[src/rtl/core/sdau_pkg.sv]
// ---------------------------------------------------------------------------
// sdau_pkg: shared types and constants
// Mode codes, sequencer states, digit helpers for the serial decimal unit.
// ---------------------------------------------------------------------------
package sdau_pkg;

	localparam int MAX_DIGITS_DEF = 256;
	localparam int DIGIT_W        = 4;
	localparam int DIV_BASE       = 10;

	typedef enum logic [1:0] {
		MODE_ADD = 2'd0,
		MODE_SUB = 2'd1,
		MODE_MUL = 2'd2
	} mode_t;

	typedef enum logic [1:0] {
		ST_IDLE  = 2'd0,
		ST_MUL   = 2'd1,
		ST_DRAIN = 2'd2,
		ST_DONE  = 2'd3
	} state_t;

	// clamp a raw nibble to a decimal digit
	function automatic logic [DIGIT_W-1:0] sat_digit(input logic [DIGIT_W-1:0] v);
		logic [DIGIT_W-1:0] nine;
		nine = DIGIT_W'(DIV_BASE - 1);
		return (v > nine) ? nine : v;
	endfunction

endpackage

[src/rtl/core/sdau_ram.sv]
// ---------------------------------------------------------------------------
// sdau_ram: digit store
// One write port, one read port, read data registered.
// ---------------------------------------------------------------------------
module sdau_ram #(
	parameter int DEPTH = sdau_pkg::MAX_DIGITS_DEF,
	parameter int WIDTH = sdau_pkg::DIGIT_W
) (
	input  logic                     clk,
	input  logic                     we,
	input  logic [$clog2(DEPTH)-1:0] waddr,
	input  logic [WIDTH-1:0]         wdata,
	input  logic [$clog2(DEPTH)-1:0] raddr,
	output logic [WIDTH-1:0]         rdata
);

	logic [WIDTH-1:0] mem [DEPTH];

	always_ff @(posedge clk) begin
		if (we) begin
			mem[waddr] <= wdata;
		end
	end

	always_ff @(posedge clk) begin
		rdata <= mem[raddr];
	end

endmodule

[src/rtl/core/sdau_div10.sv]
// ---------------------------------------------------------------------------
// sdau_div10: divide by ten
// Reciprocal multiply, then one compare-and-subtract correction.
// ---------------------------------------------------------------------------
module sdau_div10 #(
	parameter int XW = 15
) (
	input  logic [XW-1:0]                x,
	output logic [XW-4:0]                q,
	output logic [sdau_pkg::DIGIT_W-1:0] r
);
	import sdau_pkg::*;

	localparam int SH = XW + 4;
	localparam int RW = SH - 3;
	localparam int QW = XW - 3;
	localparam logic [RW-1:0] RECIP = RW'((64'd1 << SH) / 64'(DIV_BASE));

	logic [XW+RW-1:0] prod;
	logic [QW-1:0]    q_est;
	logic [XW-1:0]    rem;

	// estimate is exact or one low
	assign prod  = (XW+RW)'(x) * (XW+RW)'(RECIP);
	assign q_est = prod[XW+RW-1:SH];
	assign rem   = x - XW'(q_est) * XW'(DIV_BASE);

	always_comb begin
		if (rem >= XW'(DIV_BASE)) begin
			q = q_est + QW'(1);
			r = DIGIT_W'(rem - XW'(DIV_BASE));
		end else begin
			q = q_est;
			r = DIGIT_W'(rem);
		end
	end

endmodule

[src/rtl/core/serial_decimal_arithmetic_unit.sv]
// ---------------------------------------------------------------------------
// serial_decimal_arithmetic_unit: digit-serial BCD add / subtract / multiply
// Order: an add/sub word goes through acc_q, then the output register; a multiply
//   makes k+1 store reads at position k, one drain, then one divide.
// Flow: one word is taken at a time, the next only once the last result is
//   registered; a multiply is paced by the single read port of each digit store.
// Reset: arst_n clears position, carry, mode (add) and output valid and sets the
//   order flag at once; the digit stores are not cleared and need no sweep.
// ---------------------------------------------------------------------------
module serial_decimal_arithmetic_unit #(
	parameter int MAX_DIGITS = sdau_pkg::MAX_DIGITS_DEF
) (
	input  logic       clk,
	input  logic       arst_n,
	// config: mode register
	input  logic       cfg_we,
	input  logic [1:0] cfg_wdata,
	// input stream
	input  logic       s_tvalid,
	output logic       s_tready,
	input  logic [7:0] s_tdata,   // [3:0] digit_a, [7:4] digit_b
	input  logic       s_tlast,   // final_digit
	// output stream
	output logic       m_tvalid,
	input  logic       m_tready,
	output logic [7:0] m_tdata,   // [3:0] result_digit, [7:4] zero
	output logic       m_tuser,   // a_not_less
	output logic       m_tlast    // end_of_number
);
	import sdau_pkg::*;

	localparam int PW = $clog2(MAX_DIGITS + 1);      // position, holds MAX_DIGITS
	localparam int IW = $clog2(MAX_DIGITS);          // store index
	localparam int CW = $clog2(9 * MAX_DIGITS + 1);  // carry never exceeds 9*N
	localparam int AW = $clog2(90 * MAX_DIGITS + 1); // carry + 81 per term
	localparam int QW = AW - 3;

	// control state
	state_t          state_q, state_d;
	mode_t           mode_q;
	logic [PW-1:0]   pos_q;
	logic [CW-1:0]   carry_q;
	logic            flag_q;
	logic            m_valid_q;
	logic            rdv_s1;

	// per-word payload
	logic [IW-1:0]      k_q;
	logic [IW-1:0]      i_q;
	logic [AW-1:0]      acc_q;
	logic               last_q;
	logic               inrange_q;
	logic [DIGIT_W-1:0] digit_q;
	logic               user_q;
	logic               tlast_q;

	// input decode
	logic [DIGIT_W-1:0] in_a, in_b;
	logic               accept, in_range, out_free;
	logic [DIGIT_W:0]   sub_w;

	// store ports
	logic [DIGIT_W-1:0] rd_a, rd_b;
	logic [IW-1:0]      raddr_b;
	logic [2*DIGIT_W-1:0] prod;

	// divider
	logic [QW-1:0]      div_q;
	logic [DIGIT_W-1:0] div_r;

	assign in_a     = sat_digit(s_tdata[DIGIT_W-1:0]);
	assign in_b     = sat_digit(s_tdata[2*DIGIT_W-1:DIGIT_W]);
	assign accept   = s_tvalid && s_tready;
	assign in_range = pos_q < PW'(MAX_DIGITS);
	assign out_free = !m_valid_q || m_tready;
	// subtrahend including the borrow; any nonzero carry borrows one
	assign sub_w    = {1'b0, in_b} + (DIGIT_W+1)'(carry_q != '0);
	assign raddr_b  = k_q - i_q;
	assign prod     = rd_a * rd_b;

	// both stores written at the current position on an in-range accept
	sdau_ram #(.DEPTH(MAX_DIGITS), .WIDTH(DIGIT_W)) u_ram_a (
		.clk   (clk),
		.we    (accept && in_range),
		.waddr (pos_q[IW-1:0]),
		.wdata (in_a),
		.raddr (i_q),
		.rdata (rd_a)
	);

	sdau_ram #(.DEPTH(MAX_DIGITS), .WIDTH(DIGIT_W)) u_ram_b (
		.clk   (clk),
		.we    (accept && in_range),
		.waddr (pos_q[IW-1:0]),
		.wdata (in_b),
		.raddr (raddr_b),
		.rdata (rd_b)
	);

	sdau_div10 #(.XW(AW)) u_div (
		.x (acc_q),
		.q (div_q),
		.r (div_r)
	);

	// sequencer: next state and handshake
	always_comb begin
		state_d  = state_q;
		s_tready = 1'b0;
		unique case (state_q)
			ST_IDLE: begin
				s_tready = 1'b1;
				if (s_tvalid) begin
					if (in_range && mode_q == MODE_MUL) begin
						state_d = ST_MUL;
					end else begin
						state_d = ST_DONE;
					end
				end
			end
			ST_MUL: begin
				if (i_q == k_q) begin
					state_d = ST_DRAIN;
				end
			end
			ST_DRAIN: begin
				state_d = ST_DONE;
			end
			ST_DONE: begin
				if (out_free) begin
					state_d = ST_IDLE;
				end
			end
			default: begin
				state_d = ST_IDLE;
			end
		endcase
	end

	always_ff @(posedge clk or negedge arst_n) begin
		if (!arst_n) begin
			state_q <= ST_IDLE;
		end else begin
			state_q <= state_d;
		end
	end

	// control registers
	always_ff @(posedge clk or negedge arst_n) begin
		if (!arst_n) begin
			mode_q    <= MODE_ADD;
			pos_q     <= '0;
			carry_q   <= '0;
			flag_q    <= 1'b1;
			m_valid_q <= 1'b0;
			rdv_s1    <= 1'b0;
		end else begin
			if (cfg_we) begin
				mode_q <= mode_t'(cfg_wdata);
			end
			// a read is in flight for every issue cycle
			rdv_s1 <= (state_q == ST_MUL);
			if (accept && in_range) begin
				if (in_a > in_b) begin
					flag_q <= 1'b1;
				end else if (in_a < in_b) begin
					flag_q <= 1'b0;
				end
			end
			if (state_q == ST_DONE && out_free) begin
				m_valid_q <= 1'b1;
				if (last_q) begin
					pos_q   <= '0;
					carry_q <= '0;
					flag_q  <= 1'b1;
				end else if (inrange_q) begin
					pos_q   <= PW'(k_q) + PW'(1);
					carry_q <= CW'(div_q);
				end
			end else if (m_valid_q && m_tready) begin
				m_valid_q <= 1'b0;
			end
		end
	end

	// datapath registers
	always_ff @(posedge clk) begin
		if (accept) begin
			k_q       <= pos_q[IW-1:0];
			i_q       <= '0;
			last_q    <= s_tlast;
			inrange_q <= in_range;
			if (!in_range) begin
				acc_q <= '0;  // overflow digits give zero
			end else begin
				case (mode_q)
					MODE_SUB: begin
						// borrow case biased by twenty so the divider yields carry one
						if ({1'b0, in_a} < sub_w) begin
							acc_q <= AW'(in_a) + AW'(2 * DIV_BASE) - AW'(sub_w);
						end else begin
							acc_q <= AW'(in_a) - AW'(sub_w);
						end
					end
					MODE_MUL: acc_q <= AW'(carry_q);
					default:  acc_q <= AW'(in_a) + AW'(in_b) + AW'(carry_q);
				endcase
			end
		end else begin
			if (state_q == ST_MUL && i_q != k_q) begin
				i_q <= i_q + IW'(1);
			end
			// convolution term a[i] * b[k-i]
			if (rdv_s1) begin
				acc_q <= acc_q + AW'(prod);
			end
		end
		if (state_q == ST_DONE && out_free) begin
			digit_q <= div_r;
			user_q  <= last_q && flag_q;
			tlast_q <= last_q;
		end
	end

	assign m_tvalid = m_valid_q;
	assign m_tdata  = {(8 - DIGIT_W)'(0), digit_q};
	assign m_tuser  = user_q;
	assign m_tlast  = tlast_q;

	// checks
	a_ready_idle: assert property (@(posedge clk) disable iff (!arst_n)
		s_tready |-> !rdv_s1)
		else $error("input taken while a store read is in flight");

	a_digit_range: assert property (@(posedge clk) disable iff (!arst_n)
		m_tvalid |-> (m_tdata[3:0] <= 4'd9))
		else $error("result digit not decimal");

	a_user_last: assert property (@(posedge clk) disable iff (!arst_n)
		(m_tvalid && m_tuser) |-> m_tlast)
		else $error("order flag set off the final digit");

	a_pos_bound: assert property (@(posedge clk) disable iff (!arst_n)
		pos_q <= PW'(MAX_DIGITS))
		else $error("digit position past maximum");

	a_carry_bound: assert property (@(posedge clk) disable iff (!arst_n)
		carry_q <= CW'(9 * MAX_DIGITS))
		else $error("running carry out of bound");

endmodule
[config.mk]
export PLATFORM = sky130hd
export DESIGN_NAME = serial_decimal_arithmetic_unit
export DESIGN_NICKNAME = d
export VERILOG_FILES = /design/src/rtl/core/sdau_pkg.sv /design/src/rtl/core/sdau_ram.sv /design/src/rtl/core/sdau_div10.sv /design/src/rtl/core/serial_decimal_arithmetic_unit.sv
export SDC_FILE = /design/constraint.sdc
export NUM_CORES = 2
export LEC_CHECK = 0
export ABC_CLOCK_PERIOD_IN_PS = 7780
export BUFFER_PORTS_ARGS = -buffer_cell sky130_fd_sc_hd__buf_2
export CAP_MARGIN = 20
export CELL_PAD_IN_SITES_DETAIL_PLACEMENT = 1
export CELL_PAD_IN_SITES_GLOBAL_PLACEMENT = 1
export CORE_ASPECT_RATIO = 0.8
export CORE_MARGIN = 2
export CORE_UTILIZATION = 49
export CTS_CLUSTER_DIAMETER = 30
export CTS_CLUSTER_SIZE = 30
export DETAILED_ROUTE_END_ITERATION = 7
export PLACE_DENSITY_LB_ADDON = 0.1
export SYNTH_ARGS = -nofsm -noshare
export SYNTH_HDL_FRONTEND = slang
export SYNTH_SLANG_ARGS = --single-unit
[constraint.sdc]
create_clock -name clk -period 7.78 [get_ports clk]
set_input_delay 1.167 -clock clk [delete_from_list [all_inputs] [get_ports clk]]
set_output_delay 1.167 -clock clk [all_outputs]
set_load 0.02 [all_outputs]
==> impl_table.tex <==
\begin{tabular}{lr}
\hline
Metric & Value \\
\hline
\multicolumn{2}{l}{\textbf{Status}} \\
\quad Result of the run & complete, but fails checks \\
\quad Violated checks & setup timing \\
\multicolumn{2}{l}{\textbf{Route}} \\
\quad Routed Antenna Nets & 0 \\
\quad Ratio of routed vias to standard cells & 6.06 \\
\quad Count of TritonRoute iterations in the first routing pass & 7 \\
\quad Initial drt markers & 4668 \\
\quad Final routed wire length divided by cell count & 31.5 microns \\
\quad Total vias in the final route & 46100 \\
\quad Detailed Route WL & 240000 microns \\
\quad Number of design rule violations left after detail routing & 0 \\
\multicolumn{2}{l}{\textbf{Timing}} \\
\quad Actual slew at the worst max-slew pin & 1.41 ns \\
\quad Relative slew slack & 6.00\% \\
\quad Setup repair after global routing missed its margin & yes \\
\quad Worst hold slack & 0.313 ns \\
\quad Count of endpoints failing setup in the final report & 15 \\
\quad Slew Limit Fails & 0 \\
\quad Timing-limited maximum frequency & 119 MHz \\
\quad Clock tree skew after final layout & 0.0927 ns \\
\quad Fin crit share & 108\% \\
\quad Final worst path period need & 8.42 ns \\
\quad PnR worst setup slack & -0.644 ns \\
\quad Final Hold Fails & 0 \\
\multicolumn{2}{l}{\textbf{GRT}} \\
\quad Final global-route overflow total & 0 \\
\quad Number of global-route vias before repair & 48600 \\
\quad Largest net degree at the start of global routing & 206 \\
\quad Global-route usage over all layers & 26.3\% \\
\quad Global-route wire length before repair & 351000 microns \\
\quad Number of antenna violations at the first check in global routing & 14 \\
\multicolumn{2}{l}{\textbf{Finish}} \\
\quad Area overhead of the layout relative to synthesis & 20.8\% \\
\quad Fraction of layout cells with a size suffix above 1 & 33.5\% \\
\quad Number of fill cells & 15200 \\
\quad Util after Layout & 59.5\% \\
\quad Total number of nets in the final design & 5191 \\
\multicolumn{2}{l}{\textbf{Clock tree}} \\
\quad Root buf cell & sky130\_fd\_sc\_hd\_\_clkbuf\_16 \\
\quad Total clock sinks & 2123 \\
\quad Register clock-pin slew on the reported worst setup and hold paths & 0.05 ns \\
\quad Clock buffers created by TritonCTS & 398 \\
\quad Bufs on Longest Clock Path & 4 \\
\quad Clock tree from TritonCTS & yes \\
\quad Source-to-sink clock delay at the later pin of the worst-skew pair & 0.94 ns \\
\quad CTS H-Tree Depth & 5 \\
\multicolumn{2}{l}{\textbf{Critical path}} \\
\quad Critical path's largest stage delay & 0.56 ns \\
\quad Crit-path max FO & 5 \\
\quad Category of the critical setup timing path & reg -> reg \\
\quad Capturing element type of the critical path & register \\
\quad Type of element launching the critical path & register \\
\quad Critical-path cell with the highest stage delay & sky130\_fd\_sc\_hd\_\_fa\_2 \\
\quad Data required time at the worst endpoint & 8.57 ns \\
\quad Most used cell, CP & sky130\_fd\_sc\_hd\_\_ha\_4 \\
\quad Arrival time at the worst endpoint & 9.21 ns \\
\multicolumn{2}{l}{\textbf{Synthesis}} \\
\quad Fraction of the yosys area taken by sequential cells & 70.9\% \\
\quad Netlist area before placement & 89500 sq um \\
\quad Mean instance size in the synthesized netlist & 20.3 sq um \\
\quad Cell with the most instances after synthesis & sky130\_fd\_sc\_hd\_\_edfxtp\_1 \\
\quad Proportion of synthesized flip-flops having asynchronous set or reset & 1.32\% \\
\quad Syn. warnings & 0 \\
\quad EDFF count, synth & 2079 \\
\quad Largest cells by area after synthesis & sky130\_fd\_sc\_hd\_\_edfxtp\_1, sky130\_fd\_sc\_hd\_\_mux4\_2, sky130\_fd\_sc\_hd\_\_ha\_1 \\
\quad Primary flip-flop cell chosen by synthesis mapping & sky130\_fd\_sc\_hd\_\_edfxtp\_1 \\
\quad Unique cell type count in the Yosys netlist & 79 \\
\quad Post-synthesis cell type with the largest combined area & sky130\_fd\_sc\_hd\_\_edfxtp\_1 \\
\quad Cell types with the highest counts after synthesis & sky130\_fd\_sc\_hd\_\_edfxtp\_1, sky130\_fd\_sc\_hd\_\_mux4\_2, sky130\_fd\_sc\_hd\_\_nor2\_1 \\
\quad Post-synthesis cell count & 4404 \\
\quad Share of the synthesized area in the top cell type & 69.8\% \\
\quad Number of storage elements in the synthesis netlist & 2123 \\
\multicolumn{2}{l}{\textbf{Hold path}} \\
\quad Hold Path Class & in -> async \\
\multicolumn{2}{l}{\textbf{Run}} \\
\quad Max Cap Violations & 0 \\
\multicolumn{2}{l}{\textbf{Die}} \\
\quad Die Y-Extent & 386 microns \\
\quad Std cell rows & 140 \\
\quad Area of the die & 186000 sq um \\
\quad Initial standard-cell utilization of the core & 49.2\% \\
\quad Core outline area & 182000 sq um \\
\quad Number of top-level pins & 28 \\
\quad Die outline width & 482 microns \\
\multicolumn{2}{l}{\textbf{Placement}} \\
\quad HPWL after detailed placement & 144000 microns \\
\quad Global placement routability congestion & 0.797 \\
\quad Number of input and output port buffers inserted & 23 \\
\hline
\end{tabular}
path summary, 6_finish.rpt:
check / slack (ns) / depth (start not counted) / from / to
min in group clk: 0.48 / 1 / s_tlast / last_q
max reg2reg: -0.64 / 32 / acc_q[1] / carry_q[9]
max in group asynchronous: 6.90 / 1 / arst_n / carry_q[2]
min: 0.31 / 1 / arst_n / state_q[0]
min reg2reg: 0.53 / 2 / pos_q[8] / pos_q[8]
max: -0.64 / 32 / acc_q[1] / carry_q[9]
logic make-up (layout without fill, tap and decap cells):
logic type                 Yosys count  count (layout)  share of synthesized area [%]
buffers and inverters              400            1190                           1.81
DFF                               2123            2123                           70.9
other                                2              11                        0.00839
and+or+nand+nor                    568             568                           2.81
xor gates and xnor gates            80              80                          0.816
AOI/OAI and AO/OA                  257             257                           1.83
muxes                              685             685                           17.1
adders and majority gates          289             289                           4.71
worst max-delay path: cells and delay by family, from the launching register on:
family | cells | cell delay (ns)
adder cells (fa/ha/maj) | 11 | 4.10
AND/OR/NAND/NOR | 6 | 1.47
AO/OA/AOI/OAI | 8 | 1.31
flip-flops | 1 | 0.50
buffers and inverters | 5 | 0.47
XOR/XNOR | 2 | 0.43
through the flow:
stage	worst slack [ns]	area, sq um	TNS (ns)	instances
2_1_floorplan	-0.401	89700	-3.33	4410
3_3_place_gp	-0.818	94000	-10.97	6872
3_5_place_dp	-0.935	94000	-12.79	6873
4_1_cts	-0.640	108000	-8.17	7607
5_1_grt	-1.02	108000	-14.09	7615
6_report	-0.644	108000	-8.46	7617
metal layers:
| layer | part of all wire [%] | GRT usage (%) | vias up |
|---|---|---|---|
| met5 | 0.0046 | 0 | - |
| met4 | 2.3 | 6.60 | 2 |
| met3 | 7.1 | 5.29 | 395 |
| met2 | 47 | 40.0 | 1746 |
| met1 | 44 | 39.4 | 24900 |
| li1 | - | - | 19100 |
layout make-up:
| cell class | instances | area, sq um | share of cell area [%] |
|---|---|---|---|
| Antenna cell | 3 | 7.51 | 0.00694 |
| Clock buffer | 444 | 10200 | 9.45 |
| Clock inverter | 270 | 3010 | 2.79 |
| Inverter | 198 | 778 | 0.720 |
| Multi-Input combinational cell | 1887 | 25400 | 23.5 |
| Sequential cell | 2123 | 63500 | 58.7 |
| Tap cell | 2414 | 3020 | 2.79 |
| Timing Repair Buffer | 278 | 2250 | 2.08 |
placed cells by master (no fill, tap or decap), types with 43 or more instances in the layout:
cell type                   synthesis  routed
sky130_fd_sc_hd__o21ai_0           61      46
sky130_fd_sc_hd__a21oi_1           70      54
sky130_fd_sc_hd__clkbuf_16          0     402
sky130_fd_sc_hd__mux4_2           676     676
sky130_fd_sc_hd__inv_1            196     187
sky130_fd_sc_hd__clkinv_2           0      68
sky130_fd_sc_hd__nand2_1          108      91
sky130_fd_sc_hd__fa_1              80      76
sky130_fd_sc_hd__xnor2_1           52      43
sky130_fd_sc_hd__edfxtp_1        2079    2079
sky130_fd_sc_hd__nor2_1           310     309
sky130_fd_sc_hd__ha_1             209     178
sky130_fd_sc_hd__bufinv_16          0      53
sky130_fd_sc_hd__buf_4             13     233
sequential cells by signal, summed over array words and instances, names as in the netlist, 8 cells and up:
signal / flops
carry_q: 12
pos_q: 9
u_ram_b.mem: 1024
acc_q: 15
u_ram_a.mem: 1024
i_q: 8
k_q: 8
timing repair:
item | in CTS | in global routing
endpoints found under the setup margin | 15 | 15
buffers inserted | 20 | 4
gates resized for setup | 76 | 34
gates cloned | 0 | 0
hold buffers | 0 | 0
pin swaps | 48 | 29
Power is left out: the tool's default activity adds up to more than one toggle a clock period on the data nets, which glitch-free logic cannot reach.
